File: config.mk
export PLATFORM = sky130hd
export DESIGN_NAME = nvs_ctrl
export DESIGN_NICKNAME = d
export VERILOG_FILES = /design/src/hdl/nearest_vertex_search_defines.svh /design/src/hdl/nvs_pkg.sv /design/src/hdl/nvs_ctrl.sv
export SDC_FILE = /design/constraint.sdc
export NUM_CORES = 1
export LEC_CHECK = 0
export BUFFER_PORTS_ARGS = -buffer_cell sky130_fd_sc_hd__buf_4
export CELL_PAD_IN_SITES_DETAIL_PLACEMENT = 1
export CELL_PAD_IN_SITES_GLOBAL_PLACEMENT = 1
export CORE_AREA = 3 3 40 42
export CTS_CLUSTER_DIAMETER = 120
export DETAILED_ROUTE_END_ITERATION = 10
export DIE_AREA = 0 0 43 45
export GPL_TIMING_DRIVEN = 0
export PLACE_DENSITY = 0.51
export REMOVE_ABC_BUFFERS = 1
export SYNTH_ARGS = -nofsm -noshare
export SYNTH_HDL_FRONTEND = slang
export SYNTH_SLANG_ARGS = --single-unit
File: constraint.sdc
create_clock -name clk -period 1.3 [get_ports clk]
set_input_delay 0.065 -clock clk [delete_from_list [all_inputs] [get_ports clk]]
set_output_delay 0.065 -clock clk [all_outputs]
set_load 0.03 [all_outputs]
File: src/hdl/nearest_vertex_search_defines.svh
// ----------------------------------------------------------------------------
// Assertion macros for the nearest vertex search block
// Shared concurrent-check wrappers; each expects clk and rst in scope.
// ----------------------------------------------------------------------------
`ifndef NEAREST_VERTEX_SEARCH_DEFINES_SVH
`define NEAREST_VERTEX_SEARCH_DEFINES_SVH

// Property that must hold at every clock edge outside reset
`define NVS_ASSERT(lbl, prop, msg) \
  lbl: assert property (@(posedge clk) disable iff (rst) (prop)) else $error(msg);

// Condition in this cycle implies a consequence in the next cycle
`define NVS_ASSERT_NEXT(lbl, ante, cons, msg) \
  lbl: assert property (@(posedge clk) disable iff (rst) (ante) |=> (cons)) else $error(msg);

`endif

File: src/hdl/nvs_pkg.sv
// ----------------------------------------------------------------------------
// nvs_pkg
// Shared constants, codes and control types of the nearest vertex search.
// ----------------------------------------------------------------------------
package nvs_pkg;

  localparam int MAX_VERTICES = 1024;
  localparam int COORD_BITS   = 16;
  localparam int IN_COORD_W   = 16;
  localparam int IDX_OUT_W    = 10;
  localparam int ADDR_W       = $clog2(MAX_VERTICES);
  localparam int CNT_W        = $clog2(MAX_VERTICES + 1);
  localparam int VTX_W        = 3 * COORD_BITS;
  localparam int SQ_W         = 2 * COORD_BITS + 1;
  localparam int SUM_W        = SQ_W + 2;

  typedef enum logic [1:0] {
    OP_APPEND = 2'd0,
    OP_QUERY  = 2'd1,
    OP_CLEAR  = 2'd2
  } nvs_op_t;

  typedef enum logic [1:0] {
    STAT_OK    = 2'd0,
    STAT_FULL  = 2'd1,
    STAT_EMPTY = 2'd2
  } nvs_status_t;

  typedef enum logic [1:0] {
    ST_IDLE,
    ST_SCAN,
    ST_DRAIN,
    ST_DONE
  } nvs_state_t;

  // controller to datapath
  typedef struct packed {
    logic accept;   // input transaction taken this cycle
    logic issue;    // read next stored vertex
    logic finish;   // load query result into the output register
  } nvs_cmd_t;

  // datapath to controller
  typedef struct packed {
    logic out_free;    // output register empty or draining this cycle
    logic count_zero;  // store is empty
    logic last_issue;  // current read address is the last stored vertex
    logic pipe_busy;   // distance pipeline still holds work
  } nvs_stat_t;

  // Take a 16-bit input coordinate as a COORD_BITS-bit signed value
  function automatic logic signed [COORD_BITS-1:0] to_coord(
    input logic signed [IN_COORD_W-1:0] raw
  );
    logic signed [31:0] wide;
    wide = 32'(raw);
    return wide[COORD_BITS-1:0];
  endfunction

endpackage

File: src/hdl/nvs_ctrl.sv
// ----------------------------------------------------------------------------
// nvs_ctrl
// Sequencer: takes transactions, runs the store scan for queries, and
// hands the finished query result to the datapath output register.
// ----------------------------------------------------------------------------
module nvs_ctrl (
  input  logic                clk,
  input  logic                rst,
  input  logic                in_valid,
  input  logic [1:0]          op,
  output logic                in_stall,
  input  nvs_pkg::nvs_stat_t  stat,
  output nvs_pkg::nvs_cmd_t   cmd
);

  nvs_pkg::nvs_state_t state, state_next;

  // state register
  always_ff @(posedge clk) begin
    if (rst) begin
      state <= nvs_pkg::ST_IDLE;
    end else begin
      state <= state_next;
    end
  end

  // next state and commands
  always_comb begin
    state_next = state;
    cmd        = '0;
    in_stall   = 1'b1;
    unique case (state)
      nvs_pkg::ST_IDLE: begin
        in_stall = !stat.out_free;
        if (in_valid && stat.out_free) begin
          cmd.accept = 1'b1;
          if (nvs_pkg::nvs_op_t'(op) == nvs_pkg::OP_QUERY && !stat.count_zero) begin
            state_next = nvs_pkg::ST_SCAN;
          end
        end
      end
      nvs_pkg::ST_SCAN: begin
        cmd.issue = 1'b1;
        if (stat.last_issue) begin
          state_next = nvs_pkg::ST_DRAIN;
        end
      end
      nvs_pkg::ST_DRAIN: begin
        if (!stat.pipe_busy) begin
          state_next = nvs_pkg::ST_DONE;
        end
      end
      nvs_pkg::ST_DONE: begin
        if (stat.out_free) begin
          cmd.finish = 1'b1;
          state_next = nvs_pkg::ST_IDLE;
        end
      end
      default: begin
        state_next = nvs_pkg::ST_IDLE;
      end
    endcase
  end

endmodule

Yosys cells after proc, flatten, opt, wreduce, memory -nomap -nowiden
Cells that the tools add are included.
Widths: inputs -> output; s select.
{ "word_totals": {"register_bits": 2, "input_bits": 9, "out_inout_bits": 4, "wordCells": 28} }
{ "op_classes": {"n_eq_ne": 9, "mux": 12, "n_reduce_logical": 6} }
{ "op_table": {"columns": ["operator", "count"], "rows": [
  ["$mux 2", 5],
  ["$ne 2x2->1 const B", 5],
  ["$pmux 2 s4", 1],
  ["$mux 1", 6],
  ["$reduce_and 5->1", 1],
  ["$eq 2x1->1 const B", 2],
  ["$eq 2x2->1 const B", 2],
  ["$logic_and 1x1->1", 2],
  ["$logic_not 1->1", 2],
  ["$logic_not 2->1", 1]
]} }

Logic depth before layout (Yosys ltp)
Gate-level depths: netlist of run 1.
{ "logic_depth": {"word_depth": 5, "depth_mapped": 6, "mapped_depth_nobuf": 6} }

Least setup slack after synthesis of run 1
OpenSTA, ideal clock, no wires.
{ "synth_timing": {"kind": "reg-to-reg", "startpoint": "reg state[1]", "endpoint": "reg state[0]", "setup_time_ns": 0.079, "arrival_time_ns": 1.267, "t_required_ns": 1.221, "setup_slack_ns": -0.046, "stages_incl_launch_ff": 7, "path_buffers": 0, "period_less_slack_ns": 1.346, "path_cell_list": "dfxtp_1 > inv_1 > ha_1 > inv_1 > o221ai_2 > a21o_1 > a211oi_2"} }
{ "synth_via": {"elab_chain_cells": 3, "word_cells_on_any_way": 11, "cone_classes": "eq/ne: 8; mux: 1; reduce/logical: 2"} }
{ "synth_lines": {"columns": ["item", "line", "source"], "rows": [
  ["from (decl)", "nvs_ctrl.sv:16", "nvs_pkg::nvs_state_t state, state_next;"],
  ["from (signal assigned)", "nvs_ctrl.sv:21", "state <= nvs_pkg::ST_IDLE;"],
  ["from (signal assigned)", "nvs_ctrl.sv:23", "state <= state_next;"],
  ["$eq 2x2->1, or another cell as far along", "nvs_ctrl.sv:32", "unique case (state)"],
  ["$ne 2x2->1 (no source line)", null, null],
  ["$reduce_and 5->1 (no source line)", null, null]
]} }
Parallel ways exist; a longest one is shown, timed or not.
A chain may end at the register's enable or synchronous reset.

==> metrics.md, run 1 <==
| Metric | Value |
|---|---|
| Pleak | about 0.16 nW |
| Syn. warnings | 0 |
| Initial antenna violation count | 0 |
| Worst endpoint required time | approximately 1.2 ns |
| DRT iter0 DRCs | 0 |
| Run status | completed |
| Global-route wire length before repair | around 1000 microns |
| CP Cell Sequence | inv_2 -> ha_2 -> and3_2 -> buf_4 |
| Clk pwr share | 0.231 |
| Hold_sp | rst |
| Biggest regs | state (2) |
| Switching power | about 230 uW |
| Clock buffer depth | 2 |
| Seq pwr share | 0.184 |
| Clk root buf | clkbuf_4 |
| RSZ-0062 raised after global routing | true |
| Part of the power in combinational logic | 0.585 |
| CP startpoint kind | flop |
| Die Wd | roughly 43 microns |
| CTS tree | done |
| DRC Markers | 0 |
| Port Buffer Count | 12 |
| WL/cell | 10.43 microns |
| Int Power | around 340 uW |
| Largest net degree at the start of global routing | 6 |
| CTS Hold Bufs | 0 |
| Worst-skew pair later-pin latency | around 0.22 ns |
| ANT cells | 0 |
| Buf+Inv Stages, Crit Path | 2 |
| Max-cap viol count | 0 |
| TNS Setup | 0 ns |
| Max incr delay on CP | about 0.34 ns |
| Io pins | 13 |
| Crit path from | state[0]$_SDFFE_PP0P_ |
| TritonRoute pass-1 iters | 1 |
| Reg clk slew, reported paths | 0.03 ns |
| Hold_ws | 0.01224 ns |
| Vias in the first global route | ~250 |
| Final period util | 0.9263 |
| R2R Path Start | state[1]$_SDFFE_PP0P_ |
| IR drop worst, VDD | 0.5461 mV |
| Initial Util | 0.1558 |
| Min Tclk post-route | between 1 and 1.5 ns |
| Largest register FFs | 2 |
| Critical path fanouts, max | 4 |
| Finished Core Util | 0.2678 |
| Antenna viol nets, final | 0 |
| Power density of the placed cells | around 1700 mW/mm^2 |
| Biggest register | state |
| Post-synthesis cell area | roughly 200 sq um |
| Total track usage | 0.07398 |
| Clk_skew | between 0.0002 and 0.00025 ns |
| Final nets | 53 |
| Cells after Synth | 23 |
| Final Hold Fails | 0 |
| Total congestion overflow | 0 |
| Area grow syn2layout | 71.87% |
| Routed WL | approximately 550 microns |
| Rows | 13 |
| Seq/Total Area, Yosys | 0.2000 |
| Die Area | between 0.0015 and 0.002 sq mm |
| Worst Setup End Kind | output port |
| Switching Share | 0.4101 |
| Final HPWL DP | around 500 microns |
| Max-slew violation count | 0 |
| Max frequency | between 800 and 900 MHz |
| Routability Congestion | between 0.6 and 0.7 |
| Syn_area_per_cell | ~8.7 sq um |
| Worst path arrival time | around 1.1 ns |
| Placed Cells | 50 |
| # H-tree levels | 1 |
| Slew margin rel. | 0.8464 |
| CP max stage cell | dfxtp_2 |
| Finish-stage setup viols | 0 |
| Vias per Instance | between 4 and 5 |
| Via count | 220 |
| Synth unique cells | 14 |
| Num CTS Buffers | 3 |
| HP Class | in2reg |
| Core ar. | ~0.0013 sq mm |
| Non-Filler Instances | between 50 and 60 |
| Critical path type | reg2out |
| Die height | roughly 45 microns |
| Clk sink count | 2 |
| Yosys reg bits | 2 |
| Total power | about 570 uW |
| Slew @ Worst Pin | 0.2286 ns |
| Layout cells sized above 1 | 0.7105 |
| CP delay by family, top | flip-flops |
-- stage by stage --
step	area [sq um]	setup slack (ns)
finish	344.1	0.09577
floorplan	200.2	-0.04621
global placement	309.0	0.0003280
CTS	334.1	0.01414
detailed placement	309.0	-0.03327
global route	344.1	-0.01195
-- metal layers --
layer | track usage | wire length, microns
met1 | 0.07674 | 208
met2 | 0.1168 | 252
met3 | 0.04781 | 91
met4 | 0.03614 | 0
met5 | 0 | 0
-- cell families (layout without fill, tap and decap cells) --
family,Yosys count,count (layout),share of synthesized area
buffers and inverters,4,19,0.07498
adders and majority gates,4,4,0.2500
muxes,1,1,0.05000
AOI/OAI and AO/OA,3,3,0.1750
DFF,2,2,0.2000
and+or+nand+nor,9,9,0.2500
-- path summary, 6_finish.rpt --
path	end	cells after the start	slack [ns]
worst min register to register	state[0]$_SDFFE_PP0P_	2	0.51
worst min-delay path	state[0]$_SDFFE_PP0P_	2	0.01
worst max-delay path	cmd[2]	4	0.1
worst max register to register	state[0]$_SDFFE_PP0P_	6	0.11
-- placed cells by master (no fill, tap or decap) --
master    instances
nand4_1           1
and2_2            1
inv_1             2
nand2b_1          2
nand2_2           1
o221ai_2          1
clkbuf_4          3
and3_2            1
nor3_1            1
mux2i_1           1
dfxtp_2           2
nor2_1            1
inv_2             2
ha_1              1
buf_4            12
a21o_1            1
ha_2              3
nand2_1           1
a211oi_2          1
-- cell usage after synthesis --
library cell  instances  area share
dfxtp_1               2        0.20
a211oi_2              1       0.062
a21o_1                1       0.038
and3_2                1       0.038
nand2_1               2       0.038
and2_2                1       0.038
mux2i_1               1       0.050
nor3_1                1       0.025
inv_1                 4       0.075
o221ai_2              1       0.075
nand4_1               1       0.031
nor2_1                1       0.019
nand2b_1              2       0.062
ha_1                  4        0.25
-- power by group through the flow --
stage          Clock [mW]  Combinational [mW]  Sequential [mW]
3_5_place_dp            0               0.330           0.0979
2_1_floorplan           0               0.229           0.0948
6_report            0.132               0.334            0.105
4_1_cts             0.142               0.331            0.104
3_3_place_gp            0               0.316           0.0983
5_1_grt             0.152               0.381            0.109
-- what timing repair did --
item,in CTS,in global routing
pin swaps,0,3
cloned,0,0
setup buffers,0,0
setup endpoints to repair,2,3
gates resized for setup,3,5
-- area by class of cell --
| type | instances | area [sq um] |
|---|---|---|
| Fill cell | 158 | 940.9 |
| Tap cell | 15 | 18.77 |
| Sequential cell | 2 | 42.54 |
| Clock buffer | 3 | 22.52 |
| Timing Repair Buffer | 12 | 90.09 |
| Inverter | 4 | 15.01 |
| Multi-Input combinational cell | 17 | 155.1 |
No activity file was read; power rests on OpenSTA's default activity.
==> run 2: changes to the inputs <==
--- a/config.mk
+++ b/config.mk
@@ -14,6 +14,7 @@
 export DIE_AREA = 0 0 43 45
 export GPL_TIMING_DRIVEN = 0
 export PLACE_DENSITY = 0.51
+export RECOVER_POWER = 50
 export REMOVE_ABC_BUFFERS = 1
 export SYNTH_ARGS = -nofsm -noshare
 export SYNTH_HDL_FRONTEND = slang
==> metrics.md, run 2 (synthesis results as in run 1) <==
| Metric | Value |
|---|---|
| Routability Congestion | 0.6898 |
| TritonRoute pass-1 iters | 1 |
| Multi-input logic area | ~160 sq um |
| Biggest register | state |
| DRT iter0 DRCs | 0 |
| Layout cells sized above 1 | 0.7105 |
| Area grow syn2layout | 70.63% |
| # H-tree levels | 1 |
| Met1 GRT Util | 0.07674 |
| Total congestion overflow | 0 |
| CP Cell Sequence | inv_2 -> ha_2 -> and3_2 -> buf_4 |
| Num CTS Buffers | 3 |
| Non-Filler Instances | 53 |
| Max frequency | slightly above 800 MHz |
| Slew @ Worst Pin | between 0.2 and 0.25 ns |
| CTS Hold Bufs | 0 |
| Initial antenna violation count | 0 |
| Worst Setup End Kind | output port |
| Placed Cells | 50 |
| Critical path fanouts, max | 4 |
| WL/cell | around 10 microns |
| Clock buffer depth | 2 |
| Min Tclk post-route | roughly 1.2 ns |
| Routed WL | 553 microns |
| Total track usage | 0.07398 |
| Final nets | 53 |
| Setup Buffers After CTS | 0 |
| Max incr delay on CP | about 0.34 ns |
| Core ar. | about 0.0013 sq mm |
| Clk_skew | 0.0002457 ns |
| Vias per Instance | roughly 4.2 |
| Rows | 13 |
| Clk root buf | clkbuf_4 |
| CTS tree | done |
| Storage cell area | around 43 sq um |
| HP Class | in2reg |
| Worst path arrival time | roughly 1.1 ns |
| DRC Markers | 0 |
| Run status | completed |
| Biggest regs | state (2) |
| Antenna viol nets, final | 0 |
| Post-DP Area | 309.0 sq um |
| CP max stage cell | dfxtp_2 |
| Final Cell Area | approximately 340 sq um |
| ANT cells | 0 |
| GR Layer Usage met3 | 0.04781 |
| Reg clk slew, reported paths | roughly 0.03 ns |
| Slew margin rel. | 0.8464 |
| Initial Util | 0.1558 |
| Global-route wire length before repair | 1035 microns |
| Port Buffer Count | 12 |
| Largest register FFs | 2 |
| CP delay by family, top | flip-flops |
| Largest net degree at the start of global routing | 6 |
| Max-cap viol count | 0 |
| Critical path type | reg2out |
| Final HPWL DP | around 490 microns |
| Final Hold Fails | 0 |
| Die Area | 0.001935 sq mm |
| Fill cell count | 159 |
| Die height | ~45 microns |
| Die Wd | about 43 microns |
| Pleak | approximately 0.16 nW |
| GRT met2 Usage | 0.1168 |
| Setup WS pre-CTS | -0.03327 ns |
| Commonest non-fill, non-tap cell in the layout | buf_4 |
| Via count | 220 |
| Worst-skew pair later-pin latency | roughly 0.22 ns |
| Worst endpoint required time | approximately 1.2 ns |
| Vias in the first global route | about 250 |
| RSZ-0062 raised after global routing | true |
| TNS Setup | 0 ns |
| Max-slew violation count | 0 |
| Buf+Inv Stages, Crit Path | 2 |
| Clk sink count | 2 |
| Fin worst setup slack | roughly 0.096 ns |
| GR peak layer | met2 |
| Io pins | 13 |
| Final period util | 0.9263 |
| CP startpoint kind | flop |
| Most frequent cells in the layout | buf_4 (11), ha_2 (3), clkbuf_4 (3) |
| IR drop worst, VDD | roughly 0.55 mV |
| Finish-stage setup viols | 0 |
| Power density of the placed cells | 1671 mW/mm^2 |
run 2: metrics by stage:
stage	utilization	total power, mW	hold WS (ns)
after detailed placement	0.2405	0.4278	0.2480
after global routing	0.2658	0.6419	0.01243
after CTS	0.2600	0.5774	0.005923
after floorplan	-	0.3241	0.1296
final	0.2658	0.5709	0.01224
after global placement	0.2405	0.4144	0.2355
run 2: report_power, final:
| group | switching (mW) | internal (mW) |
|---|---|---|
| Sequential | 0.0194 | 0.0857 |
| Clock | 0.0305 | 0.101 |
| Combinational | 0.184 | 0.150 |
| Total | 0.234 | 0.337 |
run 2: cell type report:
type	count	share of cell area
repair buffers	12	0.2564
multi-input cells	17	0.4542
flip-flops and latches	2	0.1245
inverters	4	0.04396
clock buffers	3	0.06593
well taps	15	0.05494
run 2: layer usage:
layer  up-vias  part of all wire  wire length, microns
met5         -                 0                     0
met2        13              0.46                   252
met4         0                 0                     0
li1        108                 -                     -
met3         0              0.16                    91
met1        99              0.38                   209
run 2: final timing paths:
kind | from | to | slack (ns) | cells past startpoint
max reg2reg | state[1]$_SDFFE_PP0P_ | state[0]$_SDFFE_PP0P_ | 0.11 | 6
min reg2reg | state[0]$_SDFFE_PP0P_ | state[0]$_SDFFE_PP0P_ | 0.51 | 2
min | rst | state[0]$_SDFFE_PP0P_ | 0.01 | 2
max | state[0]$_SDFFE_PP0P_ | cmd[2] | 0.1 | 4
run 2: repair_timing:
item	in CTS	in global routing
setup endpoints to repair	2	3
pin swaps	0	3
hold endpoints to repair	0	0
gates resized for setup	3	5
run 2: worst reg2reg max path, stage by stage (launching register included):
cell and delay (ns):
dfxtp_2 0.35, inv_2 0.05, ha_2 0.17, inv_1 0.06
o221ai_2 0.10, a21o_1 0.19, a211oi_2 0.18
